**src/cst_pkg.sv**
```systemverilog
package cst_pkg;

  // Default depth of the word text store.
  localparam int TEXT_MAX_DEF = 32;

  // Result kinds
  localparam logic [4:0] KIND_INT    = 5'd0;
  localparam logic [4:0] KIND_RETURN = 5'd1;
  localparam logic [4:0] KIND_IF     = 5'd2;
  localparam logic [4:0] KIND_ELSE   = 5'd3;
  localparam logic [4:0] KIND_IDENT  = 5'd4;
  localparam logic [4:0] KIND_NUMBER = 5'd5;
  localparam logic [4:0] KIND_PLUS   = 5'd6;
  localparam logic [4:0] KIND_MINUS  = 5'd7;
  localparam logic [4:0] KIND_STAR   = 5'd8;
  localparam logic [4:0] KIND_DIV    = 5'd9;
  localparam logic [4:0] KIND_LBRACE = 5'd10;
  localparam logic [4:0] KIND_RBRACE = 5'd11;
  localparam logic [4:0] KIND_SEMI   = 5'd12;
  localparam logic [4:0] KIND_ASSIGN = 5'd13;
  localparam logic [4:0] KIND_LPAREN = 5'd14;
  localparam logic [4:0] KIND_RPAREN = 5'd15;
  localparam logic [4:0] KIND_COMMA  = 5'd16;
  localparam logic [4:0] KIND_EOF    = 5'd17;

  // Keyword slots in the match vector
  localparam logic [1:0] KW_INT    = 2'd0;
  localparam logic [1:0] KW_RETURN = 2'd1;
  localparam logic [1:0] KW_IF     = 2'd2;
  localparam logic [1:0] KW_ELSE   = 2'd3;
  localparam int         KW_COUNT  = 4;

  localparam logic [7:0] CHAR_SLASH   = "/";
  localparam logic [7:0] CHAR_NEWLINE = 8'h0a;

  typedef struct packed {
    logic [7:0] char_code;
    logic       final_byte;
  } in_item_t;

  typedef struct packed {
    logic [4:0] kind;
    logic [7:0] text_byte;
    logic       token_end;
    logic       truncated;
    logic       run_last;
  } out_item_t;

  typedef enum logic [2:0] {
    EM_DIV,
    EM_OP,
    EM_WORD,
    EM_KW,
    EM_EOF
  } emit_sel_t;

  // Controller to datapath
  typedef struct packed {
    logic      load;
    logic      set_comment;
    logic      end_comment;
    logic      set_slash;
    logic      clr_slash;
    logic      start_ident;
    logic      start_number;
    logic      append;
    logic      word_rewind;
    logic      word_step;
    logic      word_clear;
    logic      reset_all;
    logic      emit;
    emit_sel_t emit_sel;
    logic      flush;
  } cst_cmd_t;

  // Datapath to controller
  typedef struct packed {
    logic letter;
    logic digit;
    logic op_hit;
    logic slash_char;
    logic newline;
    logic mode_ident;
    logic mode_number;
    logic mode_comment;
    logic slash_pend;
    logic fin;
    logic kw_hit;
    logic word_last;
    logic emit_ok;
    logic pend_valid;
  } cst_sts_t;

  function automatic logic is_letter(input logic [7:0] c);
    return ((c >= "A") && (c <= "Z")) || ((c >= "a") && (c <= "z"));
  endfunction

  function automatic logic is_digit(input logic [7:0] c);
    return (c >= "0") && (c <= "9");
  endfunction

  function automatic logic is_op(input logic [7:0] c);
    logic hit;
    case (c)
      "+", "-", "*", "{", "}", ";", "=", "(", ")", ",": hit = 1'b1;
      default: hit = 1'b0;
    endcase
    return hit;
  endfunction

  function automatic logic [4:0] op_kind(input logic [7:0] c);
    logic [4:0] k;
    case (c)
      "+":     k = KIND_PLUS;
      "-":     k = KIND_MINUS;
      "*":     k = KIND_STAR;
      "{":     k = KIND_LBRACE;
      "}":     k = KIND_RBRACE;
      ";":     k = KIND_SEMI;
      "=":     k = KIND_ASSIGN;
      "(":     k = KIND_LPAREN;
      ")":     k = KIND_RPAREN;
      ",":     k = KIND_COMMA;
      default: k = KIND_EOF;
    endcase
    return k;
  endfunction

  function automatic logic [2:0] kw_len(input logic [1:0] k);
    logic [2:0] n;
    case (k)
      KW_INT:    n = 3'd3;
      KW_RETURN: n = 3'd6;
      KW_IF:     n = 3'd2;
      default:   n = 3'd4;
    endcase
    return n;
  endfunction

  function automatic logic [4:0] kw_kind(input logic [1:0] k);
    logic [4:0] n;
    case (k)
      KW_INT:    n = KIND_INT;
      KW_RETURN: n = KIND_RETURN;
      KW_IF:     n = KIND_IF;
      default:   n = KIND_ELSE;
    endcase
    return n;
  endfunction

  // Character p of keyword k; zero past its end.
  function automatic logic [7:0] kw_char(input logic [1:0] k, input logic [2:0] p);
    logic [7:0] ch;
    ch = 8'h00;
    case (k)
      KW_INT: begin
        case (p)
          3'd0: ch = "i";
          3'd1: ch = "n";
          3'd2: ch = "t";
          default: ch = 8'h00;
        endcase
      end
      KW_RETURN: begin
        case (p)
          3'd0: ch = "r";
          3'd1: ch = "e";
          3'd2: ch = "t";
          3'd3: ch = "u";
          3'd4: ch = "r";
          3'd5: ch = "n";
          default: ch = 8'h00;
        endcase
      end
      KW_IF: begin
        case (p)
          3'd0: ch = "i";
          3'd1: ch = "f";
          default: ch = 8'h00;
        endcase
      end
      default: begin
        case (p)
          3'd0: ch = "e";
          3'd1: ch = "l";
          3'd2: ch = "s";
          3'd3: ch = "e";
          default: ch = 8'h00;
        endcase
      end
    endcase
    return ch;
  endfunction

endpackage

```
**src/c_subset_tokenizer_top.sv**
```systemverilog
// Streaming tokenizer for a small C subset. Source bytes arrive one per in_ beat
// (final_byte marks the last byte of a text) and tokens leave as out_ beats: a keyword,
// operator or EOF is one beat; an identifier or number is one beat per stored character,
// token_end on its last, truncated on all of them when the word ran past TEXT_MAX
// characters. run_last flags the final beat caused by one input byte. One byte is worked
// at a time, by a controller stepping a datapath that holds the scan state and a
// TEXT_MAX-deep word store; the store is read one character per cycle when a word closes,
// unless out_ready stalls it. A byte that extends a word, sits inside a comment or opens
// one after a held slash goes from the decide step to the finish step; one that starts a
// word, yields an operator or is skipped between tokens also passes a handle step. Closing
// a word adds a rewind step and an emit step per stored character (one for a keyword); a
// held divide released by the next byte adds a divide step. The final byte adds steps
// that close an open word, release a held divide and emit EOF. Stalls on out_ready stretch
// all this; the next byte is taken while the previous one's last result waits in out_r.
module c_subset_tokenizer_top import cst_pkg::*; #(
  parameter int TEXT_MAX = TEXT_MAX_DEF
) (
  input  logic      clk,
  input  logic      rst_n,
  input  logic      in_valid,
  output logic      in_ready,
  input  in_item_t  in_item,
  output logic      out_valid,
  input  logic      out_ready,
  output out_item_t out_item
);

  cst_cmd_t cmd;
  cst_sts_t sts;

  // Sequence each byte: word close, held divide, operator or word start, final flush.
  cst_ctrl u_ctrl (
    .clk      (clk),
    .rst_n    (rst_n),
    .in_valid (in_valid),
    .in_ready (in_ready),
    .sts      (sts),
    .cmd      (cmd)
  );

  // Hold scan state, word store, keyword match and the two-deep result stage.
  cst_datapath #(
    .TEXT_MAX (TEXT_MAX)
  ) u_datapath (
    .clk       (clk),
    .rst_n     (rst_n),
    .in_item   (in_item),
    .cmd       (cmd),
    .sts       (sts),
    .out_valid (out_valid),
    .out_ready (out_ready),
    .out_item  (out_item)
  );

endmodule

```
**src/cst_ctrl.sv**
```systemverilog
module cst_ctrl import cst_pkg::*; (
  input  logic     clk,
  input  logic     rst_n,
  input  logic     in_valid,
  output logic     in_ready,
  input  cst_sts_t sts,
  output cst_cmd_t cmd
);

  typedef enum logic [3:0] {
    S_IDLE,
    S_DECIDE,
    S_DIV,
    S_HANDLE,
    S_FIN,
    S_FSLASH,
    S_EOF,
    S_END,
    S_CPREP,
    S_CWORD
  } state_t;

  state_t state_r, state_nxt;
  logic   ret_fin_r, ret_fin_nxt;

  assign in_ready = (state_r == S_IDLE);

  always_comb begin
    state_nxt   = state_r;
    ret_fin_nxt = ret_fin_r;
    cmd         = '0;
    unique case (state_r)
      S_IDLE: begin
        if (in_valid) begin
          cmd.load  = 1'b1;
          state_nxt = S_DECIDE;
        end
      end
      S_DECIDE: begin
        if (sts.mode_comment) begin
          if (sts.newline) cmd.end_comment = 1'b1;
          state_nxt = S_FIN;
        end else if (sts.slash_pend) begin
          if (sts.slash_char) begin
            cmd.clr_slash   = 1'b1;
            cmd.set_comment = 1'b1;
            state_nxt       = S_FIN;
          end else begin
            state_nxt = S_DIV;
          end
        end else if (sts.mode_ident || sts.mode_number) begin
          if (sts.digit || (sts.mode_ident && sts.letter)) begin
            cmd.append = 1'b1;
            state_nxt  = S_FIN;
          end else begin
            ret_fin_nxt = 1'b0;
            state_nxt   = S_CPREP;
          end
        end else begin
          state_nxt = S_HANDLE;
        end
      end
      S_DIV: begin
        if (sts.emit_ok) begin
          cmd.emit      = 1'b1;
          cmd.emit_sel  = EM_DIV;
          cmd.clr_slash = 1'b1;
          state_nxt     = S_HANDLE;
        end
      end
      S_HANDLE: begin
        if (sts.letter) begin
          cmd.start_ident = 1'b1;
          state_nxt       = S_FIN;
        end else if (sts.digit) begin
          cmd.start_number = 1'b1;
          state_nxt        = S_FIN;
        end else if (sts.op_hit) begin
          if (sts.emit_ok) begin
            cmd.emit     = 1'b1;
            cmd.emit_sel = EM_OP;
            state_nxt    = S_FIN;
          end
        end else if (sts.slash_char) begin
          cmd.set_slash = 1'b1;
          state_nxt     = S_FIN;
        end else begin
          state_nxt = S_FIN;
        end
      end
      S_FIN: begin
        if (!sts.fin) begin
          state_nxt = S_END;
        end else if (sts.mode_ident || sts.mode_number) begin
          ret_fin_nxt = 1'b1;
          state_nxt   = S_CPREP;
        end else begin
          state_nxt = S_FSLASH;
        end
      end
      S_FSLASH: begin
        if (!sts.slash_pend) begin
          state_nxt = S_EOF;
        end else if (sts.emit_ok) begin
          cmd.emit      = 1'b1;
          cmd.emit_sel  = EM_DIV;
          cmd.clr_slash = 1'b1;
          state_nxt     = S_EOF;
        end
      end
      S_EOF: begin
        if (sts.emit_ok) begin
          cmd.emit      = 1'b1;
          cmd.emit_sel  = EM_EOF;
          cmd.reset_all = 1'b1;
          state_nxt     = S_END;
        end
      end
      S_END: begin
        if (!sts.pend_valid) begin
          state_nxt = S_IDLE;
        end else if (sts.emit_ok) begin
          cmd.flush = 1'b1;
          state_nxt = S_IDLE;
        end
      end
      S_CPREP: begin
        cmd.word_rewind = 1'b1;
        state_nxt       = S_CWORD;
      end
      S_CWORD: begin
        if (sts.emit_ok) begin
          cmd.emit = 1'b1;
          if (sts.kw_hit) begin
            cmd.emit_sel   = EM_KW;
            cmd.word_clear = 1'b1;
            state_nxt      = ret_fin_r ? S_FSLASH : S_HANDLE;
          end else begin
            cmd.emit_sel = EM_WORD;
            if (sts.word_last) begin
              cmd.word_clear = 1'b1;
              state_nxt      = ret_fin_r ? S_FSLASH : S_HANDLE;
            end else begin
              cmd.word_step = 1'b1;
            end
          end
        end
      end
      default: state_nxt = S_IDLE;
    endcase
  end

  always_ff @(posedge clk) begin
    if (!rst_n) begin
      state_r   <= S_IDLE;
      ret_fin_r <= 1'b0;
    end else begin
      state_r   <= state_nxt;
      ret_fin_r <= ret_fin_nxt;
    end
  end

endmodule

```
**src/cst_datapath.sv**
```systemverilog
module cst_datapath import cst_pkg::*; #(
  parameter int TEXT_MAX = TEXT_MAX_DEF
) (
  input  logic      clk,
  input  logic      rst_n,
  input  in_item_t  in_item,
  input  cst_cmd_t  cmd,
  output cst_sts_t  sts,
  output logic      out_valid,
  input  logic      out_ready,
  output out_item_t out_item
);

  localparam int LW = $clog2(TEXT_MAX + 1);
  localparam int AW = $clog2(TEXT_MAX);

  typedef enum logic [1:0] {
    MODE_IDLE,
    MODE_IDENT,
    MODE_NUMBER,
    MODE_COMMENT
  } mode_t;

  mode_t               mode_r, mode_nxt;
  logic                slash_r, slash_nxt;
  logic [LW-1:0]       len_r, len_nxt;
  logic                ovf_r, ovf_nxt;
  logic [KW_COUNT-1:0] kwm_r, kwm_nxt;
  logic [AW-1:0]       idx_r, idx_nxt;
  logic [7:0]          c_r, c_nxt;
  logic                fin_r, fin_nxt;
  out_item_t           pend_r, pend_nxt;
  logic                pend_valid_r, pend_valid_nxt;
  out_item_t           out_r, out_nxt;
  logic                out_valid_r, out_valid_nxt;

  logic [7:0]    word_mem [TEXT_MAX];
  logic [7:0]    rd_data_r;
  logic          wr_en;
  logic [AW-1:0] wr_addr;

  logic       kw_hit;
  logic [4:0] kw_code;
  logic       word_last;
  logic       out_free;
  out_item_t  new_item;

  assign word_last = ((LW'(idx_r) + LW'(1)) == len_r);
  assign out_free  = !out_valid_r || out_ready;

  always_comb begin
    kw_hit  = 1'b0;
    kw_code = KIND_INT;
    for (int k = 0; k < KW_COUNT; k++) begin
      if (kwm_r[k] && (len_r == LW'(kw_len(2'(k))))) begin
        kw_hit  = 1'b1;
        kw_code = kw_kind(2'(k));
      end
    end
    kw_hit = kw_hit && (mode_r == MODE_IDENT) && !ovf_r;
  end

  always_comb begin
    sts.letter       = is_letter(c_r);
    sts.digit        = is_digit(c_r);
    sts.op_hit       = is_op(c_r);
    sts.slash_char   = (c_r == CHAR_SLASH);
    sts.newline      = (c_r == CHAR_NEWLINE);
    sts.mode_ident   = (mode_r == MODE_IDENT);
    sts.mode_number  = (mode_r == MODE_NUMBER);
    sts.mode_comment = (mode_r == MODE_COMMENT);
    sts.slash_pend   = slash_r;
    sts.fin          = fin_r;
    sts.kw_hit       = kw_hit;
    sts.word_last    = word_last;
    sts.emit_ok      = !pend_valid_r || out_free;
    sts.pend_valid   = pend_valid_r;
  end

  // Scan state and word store
  always_comb begin
    mode_nxt  = mode_r;
    slash_nxt = slash_r;
    len_nxt   = len_r;
    ovf_nxt   = ovf_r;
    kwm_nxt   = kwm_r;
    idx_nxt   = idx_r;
    c_nxt     = c_r;
    fin_nxt   = fin_r;
    wr_en     = 1'b0;
    wr_addr   = len_r[AW-1:0];
    if (cmd.load) begin
      c_nxt   = in_item.char_code;
      fin_nxt = in_item.final_byte;
    end
    if (cmd.set_comment) mode_nxt = MODE_COMMENT;
    if (cmd.end_comment) mode_nxt = MODE_IDLE;
    if (cmd.set_slash) slash_nxt = 1'b1;
    if (cmd.clr_slash) slash_nxt = 1'b0;
    if (cmd.start_ident || cmd.start_number) begin
      mode_nxt = cmd.start_ident ? MODE_IDENT : MODE_NUMBER;
      wr_en    = 1'b1;
      wr_addr  = '0;
      len_nxt  = LW'(1);
      ovf_nxt  = 1'b0;
      for (int k = 0; k < KW_COUNT; k++) begin
        kwm_nxt[k] = (c_r == kw_char(2'(k), 3'd0));
      end
    end else if (cmd.append) begin
      if (len_r < LW'(TEXT_MAX)) begin
        wr_en   = 1'b1;
        len_nxt = len_r + LW'(1);
        for (int k = 0; k < KW_COUNT; k++) begin
          kwm_nxt[k] = kwm_r[k] && (len_r < LW'(kw_len(2'(k)))) &&
                       (c_r == kw_char(2'(k), len_r[2:0]));
        end
      end else begin
        ovf_nxt = 1'b1;
      end
    end
    if (cmd.word_rewind) idx_nxt = '0;
    if (cmd.word_step) idx_nxt = idx_r + AW'(1);
    if (cmd.word_clear) begin
      mode_nxt = MODE_IDLE;
      len_nxt  = '0;
      ovf_nxt  = 1'b0;
    end
    if (cmd.reset_all) begin
      mode_nxt  = MODE_IDLE;
      slash_nxt = 1'b0;
      len_nxt   = '0;
      ovf_nxt   = 1'b0;
    end
  end

  // Result composition
  always_comb begin
    new_item = '0;
    new_item.token_end = 1'b1;
    unique case (cmd.emit_sel)
      EM_DIV:  new_item.kind = KIND_DIV;
      EM_OP:   new_item.kind = op_kind(c_r);
      EM_KW:   new_item.kind = kw_code;
      EM_EOF:  new_item.kind = KIND_EOF;
      EM_WORD: begin
        new_item.kind      = (mode_r == MODE_IDENT) ? KIND_IDENT : KIND_NUMBER;
        new_item.text_byte = rd_data_r;
        new_item.token_end = word_last;
        new_item.truncated = ovf_r;
      end
      default: new_item = '0;
    endcase
  end

  // Pending stage holds the newest result until the next one shows whether it ends the run.
  always_comb begin
    out_valid_nxt  = out_valid_r && !out_ready;
    out_nxt        = out_r;
    pend_valid_nxt = pend_valid_r;
    pend_nxt       = pend_r;
    if (cmd.emit) begin
      if (pend_valid_r) begin
        out_valid_nxt    = 1'b1;
        out_nxt          = pend_r;
        out_nxt.run_last = 1'b0;
      end
      pend_valid_nxt = 1'b1;
      pend_nxt       = new_item;
    end else if (cmd.flush) begin
      out_valid_nxt    = 1'b1;
      out_nxt          = pend_r;
      out_nxt.run_last = 1'b1;
      pend_valid_nxt   = 1'b0;
    end
  end

  always_ff @(posedge clk) begin
    if (!rst_n) begin
      mode_r       <= MODE_IDLE;
      slash_r      <= 1'b0;
      len_r        <= '0;
      ovf_r        <= 1'b0;
      pend_valid_r <= 1'b0;
      out_valid_r  <= 1'b0;
    end else begin
      mode_r       <= mode_nxt;
      slash_r      <= slash_nxt;
      len_r        <= len_nxt;
      ovf_r        <= ovf_nxt;
      pend_valid_r <= pend_valid_nxt;
      out_valid_r  <= out_valid_nxt;
    end
  end

  always_ff @(posedge clk) begin
    kwm_r  <= kwm_nxt;
    idx_r  <= idx_nxt;
    c_r    <= c_nxt;
    fin_r  <= fin_nxt;
    pend_r <= pend_nxt;
    out_r  <= out_nxt;
  end

  always_ff @(posedge clk) begin
    if (wr_en) word_mem[wr_addr] <= c_r;
    rd_data_r <= word_mem[idx_nxt];
  end

  assign out_valid = out_valid_r;
  assign out_item  = out_r;

  a_emit_room: assert property (@(posedge clk) disable iff (!rst_n)
    cmd.emit |-> (!pend_valid_r || !out_valid_r || out_ready))
    else $error("result emitted with no room in the output stage");

  a_len_bound: assert property (@(posedge clk) disable iff (!rst_n)
    len_r <= LW'(TEXT_MAX))
    else $error("word length beyond store depth");

  a_len_mode: assert property (@(posedge clk) disable iff (!rst_n)
    ((mode_r == MODE_IDENT) || (mode_r == MODE_NUMBER)) == (len_r != '0))
    else $error("word length disagrees with scan mode");

  a_slash_idle: assert property (@(posedge clk) disable iff (!rst_n)
    slash_r |-> (mode_r == MODE_IDLE))
    else $error("held slash while a word or comment is open");

endmodule
```
**config.mk**
```make
export PLATFORM = sky130hd
export DESIGN_NAME = c_subset_tokenizer_top
export DESIGN_NICKNAME = d
export VERILOG_FILES = /design/src/cst_pkg.sv /design/src/c_subset_tokenizer_top.sv /design/src/cst_ctrl.sv /design/src/cst_datapath.sv
export SDC_FILE = /design/constraint.sdc
export NUM_CORES = 1
export LEC_CHECK = 0
export ABC_AREA = 1
export BUFFER_PORTS_ARGS = -buffer_cell sky130_fd_sc_hd__buf_2
export CAP_MARGIN = 5
export CORE_MARGIN = 4
export CORE_UTILIZATION = 30
export CTS_BUF_LIST = sky130_fd_sc_hd__clkbuf_8
export CTS_CLUSTER_DIAMETER = 200
export DETAILED_ROUTE_END_ITERATION = 10
export SYNTH_ARGS = -nofsm -noshare
export SYNTH_HDL_FRONTEND = slang
export SYNTH_HIERARCHICAL = 1
export SYNTH_SLANG_ARGS = --single-unit
```
**constraint.sdc**
```tcl
create_clock -name clk -period 6.1 [get_ports clk]
set_input_delay 0.915 -clock clk [delete_from_list [all_inputs] [get_ports clk]]
set_output_delay 0.915 -clock clk [all_outputs]
set_load 0.1 [all_outputs]
```
; Word level (Yosys, flattened, before mapping)
; Memory sizes are Yosys's and may differ from the RTL's. A register that Yosys moved wholly into a read port is not among the register bits.
; Cells that the tools add are included.
; W data, S select, Z words.
[word_totals]
in_bits = 13
mem_count = 1
output_inout_bits = 18
regBits = 66
ram_bits = 256
[memory_table]
columns = name, words, word_bits, read_ports, rd_ports_with_merged_regs, write_ports, line_no
row1 = u_datapath.word_mem, 32, 8, 1, 1, 1, cst_datapath.sv:37  ; logic [7:0] word_mem [TEXT_MAX];
[op_classes]
n_lt_le_gt_ge = 11
add_sub_neg = 3
eq_ne = 60
mux = 143
reduce_logical = 50
n_bitwise = 2
[ops]
columns = cell, count
row1 = $mux W4, 30
row2 = $mux W8, 15
row3 = $eq A8 B6 Y1 const B, 9
row4 = $eq A8 B8 Y1, 7
row5 = $mux W1, 56
row6 = $pmux W5 S10, 1
row7 = $mux W16, 3
row8 = $mux W3, 14
row9 = $pmux W7 S3, 2
row10 = $pmux W4 S10, 1
row11 = $pmux W7 S5, 1
row12 = $pmux W5 S5, 1
row13 = $lt A6 B3 Y1, 4
row14 = $mux W2, 10
row15 = $mux W5, 4
row16 = $pmux W10 S2, 1
row17 = $pmux W4 S5, 1
row18 = $logic_and A1 B1 Y1, 19
row19 = $eq A4 B3 Y1 const B, 4
row20 = $eq A8 B7 Y1 const B, 2
row21 = $ge A8 B7 Y1 const B, 2
row22 = $le A8 B7 Y1 const B, 2
row23 = $ne A2 B2 Y1 const B, 7
row24 = $pmux W7 S2, 1
row25 = other kinds (38), 72

; Depth between registers and ports, before layout
; Gate-level depths: netlist (run 1).
[logic_depth]
word_depth = 18
ltp_mapped = 24

; By module
; Netlist (run 1), hierarchy kept.
[by_module_without_submodules]
columns = mod, area_each_um2, instances, cells_per_inst
row1 = cst_datapath, 14899.3, 1, 1516
row2 = cst_ctrl, 758.2, 1, 154

; Worst setup path after synthesis (run 1)
; Ideal clock, no wire load.
[synth_timing]
kind = register to register
start = reg u_datapath.c_r[3]
end = reg u_datapath.out_r, in the netlist u_datapath/out_item[0], enable pin
setup_ps = 413
period_less_slack_ps = 4183
stages_incl_launch_ff = 10
path_slack_ps = 1917
arrival_time_ps = 3770
path_cell_list = edfxtp_1 > clkbuf_1 > nor2_1 > a311oi_1 > inv_1 > nand2_1 > inv_1 > nand4_1 > nand4_1 > o21ai_0
[synth_lines]
columns = item, line_no
row1 = start: declaration, cst_datapath.sv:30  ; logic [7:0] c_r, c_nxt;
row2 = start signal: assignment, cst_datapath.sv:198  ; c_r <= c_nxt;
row3 = end signal: assignment, cst_datapath.sv:201  ; out_r <= out_nxt;
row4 = end: declaration, cst_datapath.sv:34  ; out_item_t out_r, out_nxt;

==> results.cfg, run 1 <==
[floorplanning]
fp-row-count = 83
boundaryPins = 31
core_area_mm2 = 0.0515
start_util_pct = 30.4
fp.dieArea_mm2 = 0.0559
die_w_um = 236
die_h_um = 236

[cells_and_area]
area_delta_synth_final_pct = 11.8
n_fill_cell = 5300
nets = 1720
layout-drive-gt1-share_pct = 8.64

[power_and_ir_drop]
p_leak_uw = 0.00727
vdd_drop_max_uv = 209
power.density_mw_per_mm2 = 377
power_uw = 6610

[drt]
vias = 11500
wirelength_um = 41300
wl_per_cell_um = 17.0
initialDrtViolationCount = 1028
drtPass1Iterations = 8
post-route-drc-count = 0
drt.antenna.violating_nets = 0
via_per_inst = 4.75

[setup_path]
worstPathCellList = ha_1 > nand3_1 > xor2_1 > xor2_1 > nor2_1 > and3_1 > nor2_1 > inv_1 > nor2_1 > nand2_1 > nand2_2 > nand2_1 > nand3_1 > nand3_1 > nand3_1 > nand2_1 > nand2_1 > nand2_1
crit_type = reg -> reg
crit_buf_inv = 1
reg2reg_from = u_datapath/idx_r[0]
path_max_fanout = 48
reg2reg_slack_ps = 1490
endpoint_kind = register
crit_slowest_cell = nand2_2
reg2regPathDepth = 18
cp.arrival_ps = 5120
required_ps = 6610
cpPeakStageDelay_ps = 860
cp_common_cell = nand2_1
path_delay_family = simple AND/OR/NAND/NOR gates
worstSetupStartpointType = register
r2r-end = u_datapath/rd_data_r[4]

[synthesis]
synth_seq_cells = 330
synth_top_area_share_pct = 57.5
ys_warn_count = 6
synthDistinctLibCells = 39
syn-cell-area_mm2 = 0.0157
synth_flop_cell = edfxtp_1
synth_edf_count = 300
avgSynthCellArea_um2 = 9.38
syn_inst = 1670
seq_area_frac_synth_pct = 61.4
synthArstFlopShare_pct = 0
synth_most_common_cell = nand2_1
synth_top_area_cell = edfxtp_1
synthesis.nets = 1689
synth.top_cells.by_count = 334 x nand2_1, 319 x nand3_1, 309 x inv_1
ys_top_cells_by_area = edfxtp_1 58%, nand3_1 10%, nand2_1 8.0%

[hold_path]
hold_depth = 0
hold_path_class = reg -> reg
min_to = u_datapath/out_item[10]
min_from = u_datapath/pend_r[10]

[status]
status = finished, final reports clean

[sta]
relSlewSlack_pct = 16.4
totalNegativeSetupSlack_ps = 0
final-hold-violation-count = 0
fmax_mhz = 217
period_minus_slack_ps = 4610
finalSetupViolCount = 0
post-route-period-util_pct = 75.7
drv_slew = 0
rsz0062_at_grt = false
clock_skew_ps = 37.2
worst_slew_pin_slew_ps = 1250

[placement]
gp_congestion = 0.896
dpl.hpwl_um = 25100
io_buffers = 30

[clock_network]
post_cts_buffers = 0
cts_hold_buf = 0
htree_levels = 2
cts_num_sinks = 330
cts-root-buf = clkbuf_8
clkTransAtPathRegs_ps = 70
cts_tree = built
cts-resized-gates = 0
clk_path_buf_depth = 3
cts_made_buffers = 56
clk_latency_ps = 650

[grt]
overflow = 0
grt_use_total_pct = 14.4
grt_first_pass_wirelength_um = 63600
grt_max_degree = 83
grt_pass1_vias = 11100
antenna_found_initial = 1

[job]
max_cap_viol_count = 0
## kinds of logic (layout without fill, tap and decap cells)
| group | Yosys count | after routing | synth area share (%) |
|---|---|---|---|
| AOI/OAI and AO/OA | 59 | 59 | 2.24 |
| and+or+nand+nor | 875 | 875 | 25.3 |
| xor gates and xnor gates | 10 | 10 | 0.559 |
| DFF | 330 | 330 | 61.4 |
| buffers and inverters | 390 | 468 | 10.0 |
| other | 0 | 3 | 0 |
| adders and majority gates | 6 | 6 | 0.479 |
## cell type report
class / instances / area [µm²] / area share, %
multi-input combinational: 950 / 4510 / 25.7
clock buffer: 59 / 812 / 4.64
timing repair buffer: 45 / 288 / 1.64
clock inverter: 46 / 239 / 1.36
inverter: 318 / 1200 / 6.83
tap: 680 / 851 / 4.86
antenna: 3 / 7.51 / 0.0429
sequential: 330 / 9610 / 54.9
## sequential cells by signal (all words and copies together), names as in the netlist, 2 cells and up
register / count
u_datapath/word_mem: 256
u_datapath/out_item: 16
u_datapath/pend_r: 15
u_datapath/c_r: 8
u_datapath/rd_data_r: 8
u_datapath/len_r: 6
u_datapath/idx_r: 5
u_ctrl/state_r: 4
u_datapath/kwm_r: 4
u_datapath/mode_r: 2
## cell usage in the layout, fill, tap and decap left out, types with 8 or more instances in the layout
cell | netlist | layout
nand3b_1 | 33 | 33
xor2_1 | 8 | 8
nor2_1 | 128 | 128
clkbuf_8 | 0 | 59
nand4_1 | 14 | 14
o21ai_0 | 25 | 24
nor3_1 | 23 | 23
buf_2 | 22 | 30
dfxtp_1 | 30 | 30
inv_1 | 309 | 335
a21oi_1 | 19 | 18
nand3_1 | 319 | 319
nor2_2 | 8 | 8
buf_4 | 20 | 13
edfxtp_1 | 300 | 300
nand2_1 | 334 | 332
## metrics by stage
stage | instances | util (%) | setup WS (ps) | area, µm² | hold slack, ps
2_1_floorplan | 1670 | - | 1920 | 15700 | 400
3_3_place_gp | 2323 | 31.9 | 1620 | 16400 | 404
3_5_place_dp | 2323 | 31.9 | 1560 | 16400 | 407
4_1_cts | 2428 | 34.0 | 1520 | 17500 | 413
5_1_grt | 2431 | 34.0 | 1110 | 17500 | 419
6_report | 2431 | 34.0 | 1490 | 17500 | 419
## how the worst max path moves through the flow
| stage | startpoint | endpoint | cells after the start | slack (ps) |
|---|---|---|---|---|
| final | u_datapath/idx_r[0] | u_datapath/rd_data_r[4] | 18 | 1490 |
| after global routing | u_datapath/idx_r[0] | u_datapath/rd_data_r[4] | 18 | 1110 |
| after CTS | u_datapath/idx_r[0] | u_datapath/rd_data_r[4] | 18 | 1520 |
| after detailed placement | out_ready | u_datapath/rd_data_r[4] | 16 | 1560 |
| after global placement | u_datapath/idx_r[0] | u_datapath/rd_data_r[4] | 18 | 1620 |
| after floorplan | u_datapath/c_r[3] | u_datapath/out_item[0] | 9 | 1920 |
## report_power, final
| group | switching [µW] | internal (µW) |
|---|---|---|
| registers | 96.9 | 2700 |
| logic | 1450 | 501 |
| clock network | 915 | 944 |
## routing by layer
metal	GRT usage [%]	share of wire, %	vias up
met5	0	0	-
met4	4.74	2.9	0
met3	3.19	6.9	78
met2	23.5	47	397
met1	19.0	43	5516
li1	-	-	5552
Note: power is estimated with default switching activity, not from simulation.
==> run 2: changes to the inputs <==
--- a/config.mk
+++ b/config.mk
@@ -5,7 +5,7 @@
 export SDC_FILE = /design/constraint.sdc
 export NUM_CORES = 1
 export LEC_CHECK = 0
-export ABC_AREA = 1
+export ABC_AREA = 0
 export BUFFER_PORTS_ARGS = -buffer_cell sky130_fd_sc_hd__buf_2
 export CAP_MARGIN = 5
 export CORE_MARGIN = 4
==> constraint.sdc (replaced) <==
create_clock -name clk -period 4.41 [get_ports clk]
set_input_delay 0.6615 -clock clk [delete_from_list [all_inputs] [get_ports clk]]
set_output_delay 0.6615 -clock clk [all_outputs]
set_load 0.1 [all_outputs]
==> results.cfg, run 2 <==
[sta]
post-route-period-util_pct = 93.3
final-hold-violation-count = 0
period_minus_slack_ps = 4120
hold-worst-slack_ps = 201
clock_skew_ps = 25.7
relSlewSlack_pct = 40.3
totalNegativeSetupSlack_ps = 0
rsz0062_at_grt = false
drv_slew = 0
fmax_mhz = 243
finalSetupViolCount = 0
worst_slew_pin_slew_ps = 892

[setup_path]
worstPathCellList = inv_1 > ha_1 > nor2b_1 > a32o_1 > a311oi_1 > nor4bb_2 > nor3_2 > buf_4 > buf_4 > or4b_2 > o31a_1 > o21ai_1 > nand4_1 > a32oi_1 > a41oi_1
crit_type = reg -> reg
worstSetupStartpointType = register
path_delay_family = simple AND/OR/NAND/NOR gates
path_max_fanout = 26
endpoint_kind = register
crit_slowest_cell = or4b_2
required_ps = 4890
cpPeakStageDelay_ps = 680
cp.arrival_ps = 4600
cp_common_cell = buf_4
crit_buf_inv = 3

[cells_and_area]
nets = 1348
layout-drive-gt1-share_pct = 16.4
top_register = u_datapath/word_mem
post-route-util_pct = 34.8
final_common_cell = edfxtp_1
n_fill_cell = 4917
final_cell_mix = 300 x edfxtp_1, 116 x nor2_1, 91 x buf_4
area_delta_synth_final_pct = 14.5
n_antenna_cell = 0
largest_register_ffs = 256

[synthesis]
synth_flop_cell = edfxtp_1
ys_top_cells_by_area = edfxtp_1 59%, dfxtp_1 3.9%, nor2_1 2.9%
seq_area_frac_synth_pct = 63.1
synthesis.nets = 1274
syn-cell-area_mm2 = 0.0152
avgSynthCellArea_um2 = 12.1
synth_edf_count = 300
synthArstFlopShare_pct = 0
synth_top_area_share_pct = 59.1
ys_warn_count = 6
synth_top_area_cell = edfxtp_1
synthDistinctLibCells = 80
synth_most_common_cell = edfxtp_1
syn_inst = 1255
synth.top_cells.by_count = 300 x edfxtp_1, 116 x nor2_1, 72 x o21ai_0
synth_seq_cells = 330

[clock_network]
clk_path_buf_depth = 3
htree_levels = 2
cts_tree = built
clk_latency_ps = 640
cts-root-buf = clkbuf_8
cts_made_buffers = 53
clkTransAtPathRegs_ps = 60
cts_hold_buf = 0
cts_num_sinks = 330

[hold_path]
hold_path_class = in -> reg

[drt]
vias = 10900
post-route-drc-count = 0
drtPass1Iterations = 6
wl_per_cell_um = 21.3
wirelength_um = 43500
via_per_inst = 5.37
drt.antenna.violating_nets = 0
initialDrtViolationCount = 1040

[floorplanning]
die_h_um = 233
die_w_um = 233
start_util_pct = 30.4
fp-row-count = 82
core_area_mm2 = 0.0502
fp.dieArea_mm2 = 0.0545
boundaryPins = 31

[grt]
grt_max_degree = 68
antenna_found_initial = 0
grt_pass1_vias = 10800
grt_use_total_pct = 15.8
grt_first_pass_wirelength_um = 66200
overflow = 0

[placement]
gp_congestion = 0.916
io_buffers = 30
dpl.hpwl_um = 27500

[power_and_ir_drop]
vdd_drop_max_uv = 153
p_leak_uw = 0.00584
power.density_mw_per_mm2 = 414

[job]
max_cap_viol_count = 0

[status]
status = finished, final reports clean
==> run 2: cell types whose count changed after synthesis, moves of 23 or more <==
cell      delta
a21oi_1     +33
inv_1      -292
clkbuf_1    +39
nand3_1    -294
mux2i_1     +29
o211ai_1    +38
nand3b_1    -29
o21ai_0     +47
nand2_1    -267
nor2b_1     +25
a31oi_1     +23
a211oi_1    +32
and3_1      +31
==> run 2: path summary, 6_finish.rpt <==
kind	from	end	slack (ps)	depth (start not counted)
max	u_datapath/len_r[0]	u_datapath/rd_data_r[1]	290	15
min	in_item[0]	u_datapath/fin_r	200	1
max reg2reg	u_datapath/len_r[0]	u_datapath/rd_data_r[1]	290	15
min reg2reg	u_datapath/pend_r[1]	u_datapath/out_item[1]	410	0
==> run 2: final cells by class <==
cell class	count	area [µm²]	share of cell area [%]
multi-input combinational	802	5110	29.3
tap	672	841	4.82
sequential	330	9610	55.1
clock inverter	37	209	1.20
inverter	20	80.1	0.459
clock buffer	54	743	4.26
timing repair buffer	122	853	4.89
==> run 2: routing by layer <==
layer  GRT usage [%]  vias up  wire [µm]
li1                -     5001          -
met1            21.6     5385      18500
met2            25.1      464      20400
met3            3.22       83       3270
met4            5.55        0       1340
met5               0        -          0
==> run 2: cell families (layout without fill, tap and decap cells) <==
logic type      count (synthesis)  count (layout)  share of synthesized area (%)
buf+inv                       123             233                           3.66
simple gates                  398             398                           13.9
xor+xnor                       21              21                           1.21
flops                         330             330                           63.1
mux                            38              38                           2.64
compound gates                339             339                           15.1
fa+ha+maj                       6               6                          0.493
==> run 2: metrics by stage <==
step | total power [µW] | area [µm²] | instances | worst slack (ps)
6_report | 7220 | 17500 | 2037 | 295
5_1_grt | 7520 | 17500 | 2037 | 69.5
4_1_cts | 7270 | 17400 | 2037 | 229
3_5_place_dp | 4820 | 16500 | 1946 | 280
3_3_place_gp | 4810 | 16500 | 1946 | 389
2_1_floorplan | 4410 | 15200 | 1255 | 571
==> run 2: timing repair <==
item / 4_1_cts / 5_1_grt
setup endpoints to repair: 0 / 7
buffers inserted: 0 / 0
gates resized for setup: 0 / 1
==> run 2: power breakdown <==
group / switching, µW / internal, µW
clock: 1210 / 1250
sequential: 69.2 / 3540
combinational: 817 / 337
total: 2090 / 5130
==> run 2: worst register-to-register path, delay by kind of cell, from the launching register on <==
kind                     cells  cell delay [ps]
AND/OR/NAND/NOR              5             1780
buffers and inverters        3              560
flip-flops                   1              310
adder cells (fa/ha/maj)      1              190
AO/OA/AOI/OAI                6             1120
==> run 3: changes to the inputs <==
==> constraint.sdc (replaced) <==
create_clock -name clk -period 4 [get_ports clk]
set_input_delay 0.6 -clock clk [delete_from_list [all_inputs] [get_ports clk]]
set_output_delay 0.6 -clock clk [all_outputs]
set_load 0.1 [all_outputs]
==> results.cfg, run 3 (synthesized netlist as in run 2, its figures left out) <==
[status]
status = finished, final reports clean

[drt]
wirelength_um = 42800
post-route-drc-count = 0
vias = 11000
initialDrtViolationCount = 1189
via_per_inst = 5.37
wl_per_cell_um = 20.8
drt.antenna.violating_nets = 0
drtPass1Iterations = 6

[grt]
grt_use_total_pct = 15.3
antenna_found_initial = 0
grt_pass1_vias = 10900
overflow = 0
grt_first_pass_wirelength_um = 65300
grt_max_degree = 60

[placement]
io_buffers = 30
dp.cells = 1959
dpl.hpwl_um = 28000
gp_congestion = 0.862
place_area_mm2 = 0.0166

[sta]
hold-worst-slack_ps = 180
fmax_mhz = 268
rsz0062_at_grt = false
final-hold-violation-count = 0
relSlewSlack_pct = 35.3
post-route-period-util_pct = 93.3
period_minus_slack_ps = 3730
clock_skew_ps = 24.4
worst_slew_pin_slew_ps = 968
finalSetupViolCount = 0
drv_slew = 0

[floorplanning]
boundaryPins = 31
fp-row-count = 82
die_h_um = 233
die_w_um = 233
fp.dieArea_mm2 = 0.0545
start_util_pct = 30.4
core_area_mm2 = 0.0502

[clock_network]
clk_path_buf_depth = 3
cts_hold_buf = 0
htree_levels = 2
cts-root-buf = clkbuf_8
clk_latency_ps = 610
clkTransAtPathRegs_ps = 70
cts_made_buffers = 53
cts_num_sinks = 330
cts_tree = built

[cells_and_area]
nets = 1361
top_register = u_datapath/word_mem
largest_register_ffs = 256
final_cell_area_mm2 = 0.0176
instances_no_fill = 2056
layout-drive-gt1-share_pct = 18.2
n_antenna_cell = 0
final_cell_mix = 300 x edfxtp_1, 116 x nor2_1, 103 x buf_4
final_common_cell = edfxtp_1
area_delta_synth_final_pct = 15.8

[setup_path]
endpoint_kind = register
required_ps = 4450
cp.arrival_ps = 4180
crit_type = reg -> reg
worstSetupStartpointType = register
path_max_fanout = 21

[hold_path]
hold_path_class = in -> reg

[power_and_ir_drop]
vdd_drop_max_uv = 207
p_leak_uw = 0.00593
power_uw = 7930
power.density_mw_per_mm2 = 450

[job]
max_cap_viol_count = 0
## run 3: power breakdown
| part | leakage [µW] | switching [µW] | internal (µW) |
|---|---|---|---|
| clock | 0.000582 | 1330 | 1340 |
| combinational | 0.00241 | 891 | 396 |
| sequential | 0.00295 | 69.6 | 3910 |
| total | 0.00593 | 2290 | 5640 |
## run 3: final timing paths
path         slack, ps             startpoint  cells after the start                       to
min reg2reg        420  u_datapath/pend_r[10]                      0  u_datapath/out_item[10]
min                180             in_item[3]                      1        u_datapath/c_r[2]
max                270    u_datapath/len_r[0]                     14  u_datapath/rd_data_r[1]
max reg2reg        270    u_datapath/len_r[0]                     14  u_datapath/rd_data_r[1]
## run 3: what timing repair did
| action | CTS | global route |
|---|---|---|
| endpoints found under the hold margin | 0 | 0 |
| resized for setup | 2 | 10 |
| setup buffers | 0 | 0 |
| pin swaps | 0 | 1 |
| endpoints found under the setup margin | 3 | 8 |
## run 3: area by class of cell
class / count / area, µm²
fill: 4867 / 32500
timing repair buffer: 135 / 963
inverter: 20 / 80.1
sequential: 330 / 9610
tap: 672 / 841
clock buffer: 58 / 798
multi-input combinational: 802 / 5180
clock inverter: 39 / 170
## run 3: layer usage
layer	vias to the layer above	track usage, %	part of all wire [%]	wire (µm)
met3	89	2.52	6.9	2960
met2	428	24.3	46	19800
met4	0	5.94	3.6	1540
li1	5032	-	-	-
met5	-	0	0	0
met1	5484	21.1	43	18500
## run 3: critical path, stage by stage (launching register included)
cell and delay (ps):
dfxtp_1 330, inv_1 100, ha_1 230, nor2b_1 160
a32o_1 270, a311oi_2 370, nor4bb_4 100, nor3_2 230
buf_4 210, buf_4 260, nand2b_1 170, o22ai_2 450
a221oi_1 260, a32oi_2 360, a41oi_1 70
## run 3: metrics by stage
stage | TNS (ps) | worst slack [ps] | util, %
after floorplan | 0 | 161 | -
after global placement | 0 | 57.6 | 33.1
after CTS | 0 | 23.6 | 35.0
after global routing | 0 | 33.6 | 35.2
after detailed placement | -144 | -79.1 | 33.1
final | 0 | 267 | 35.2
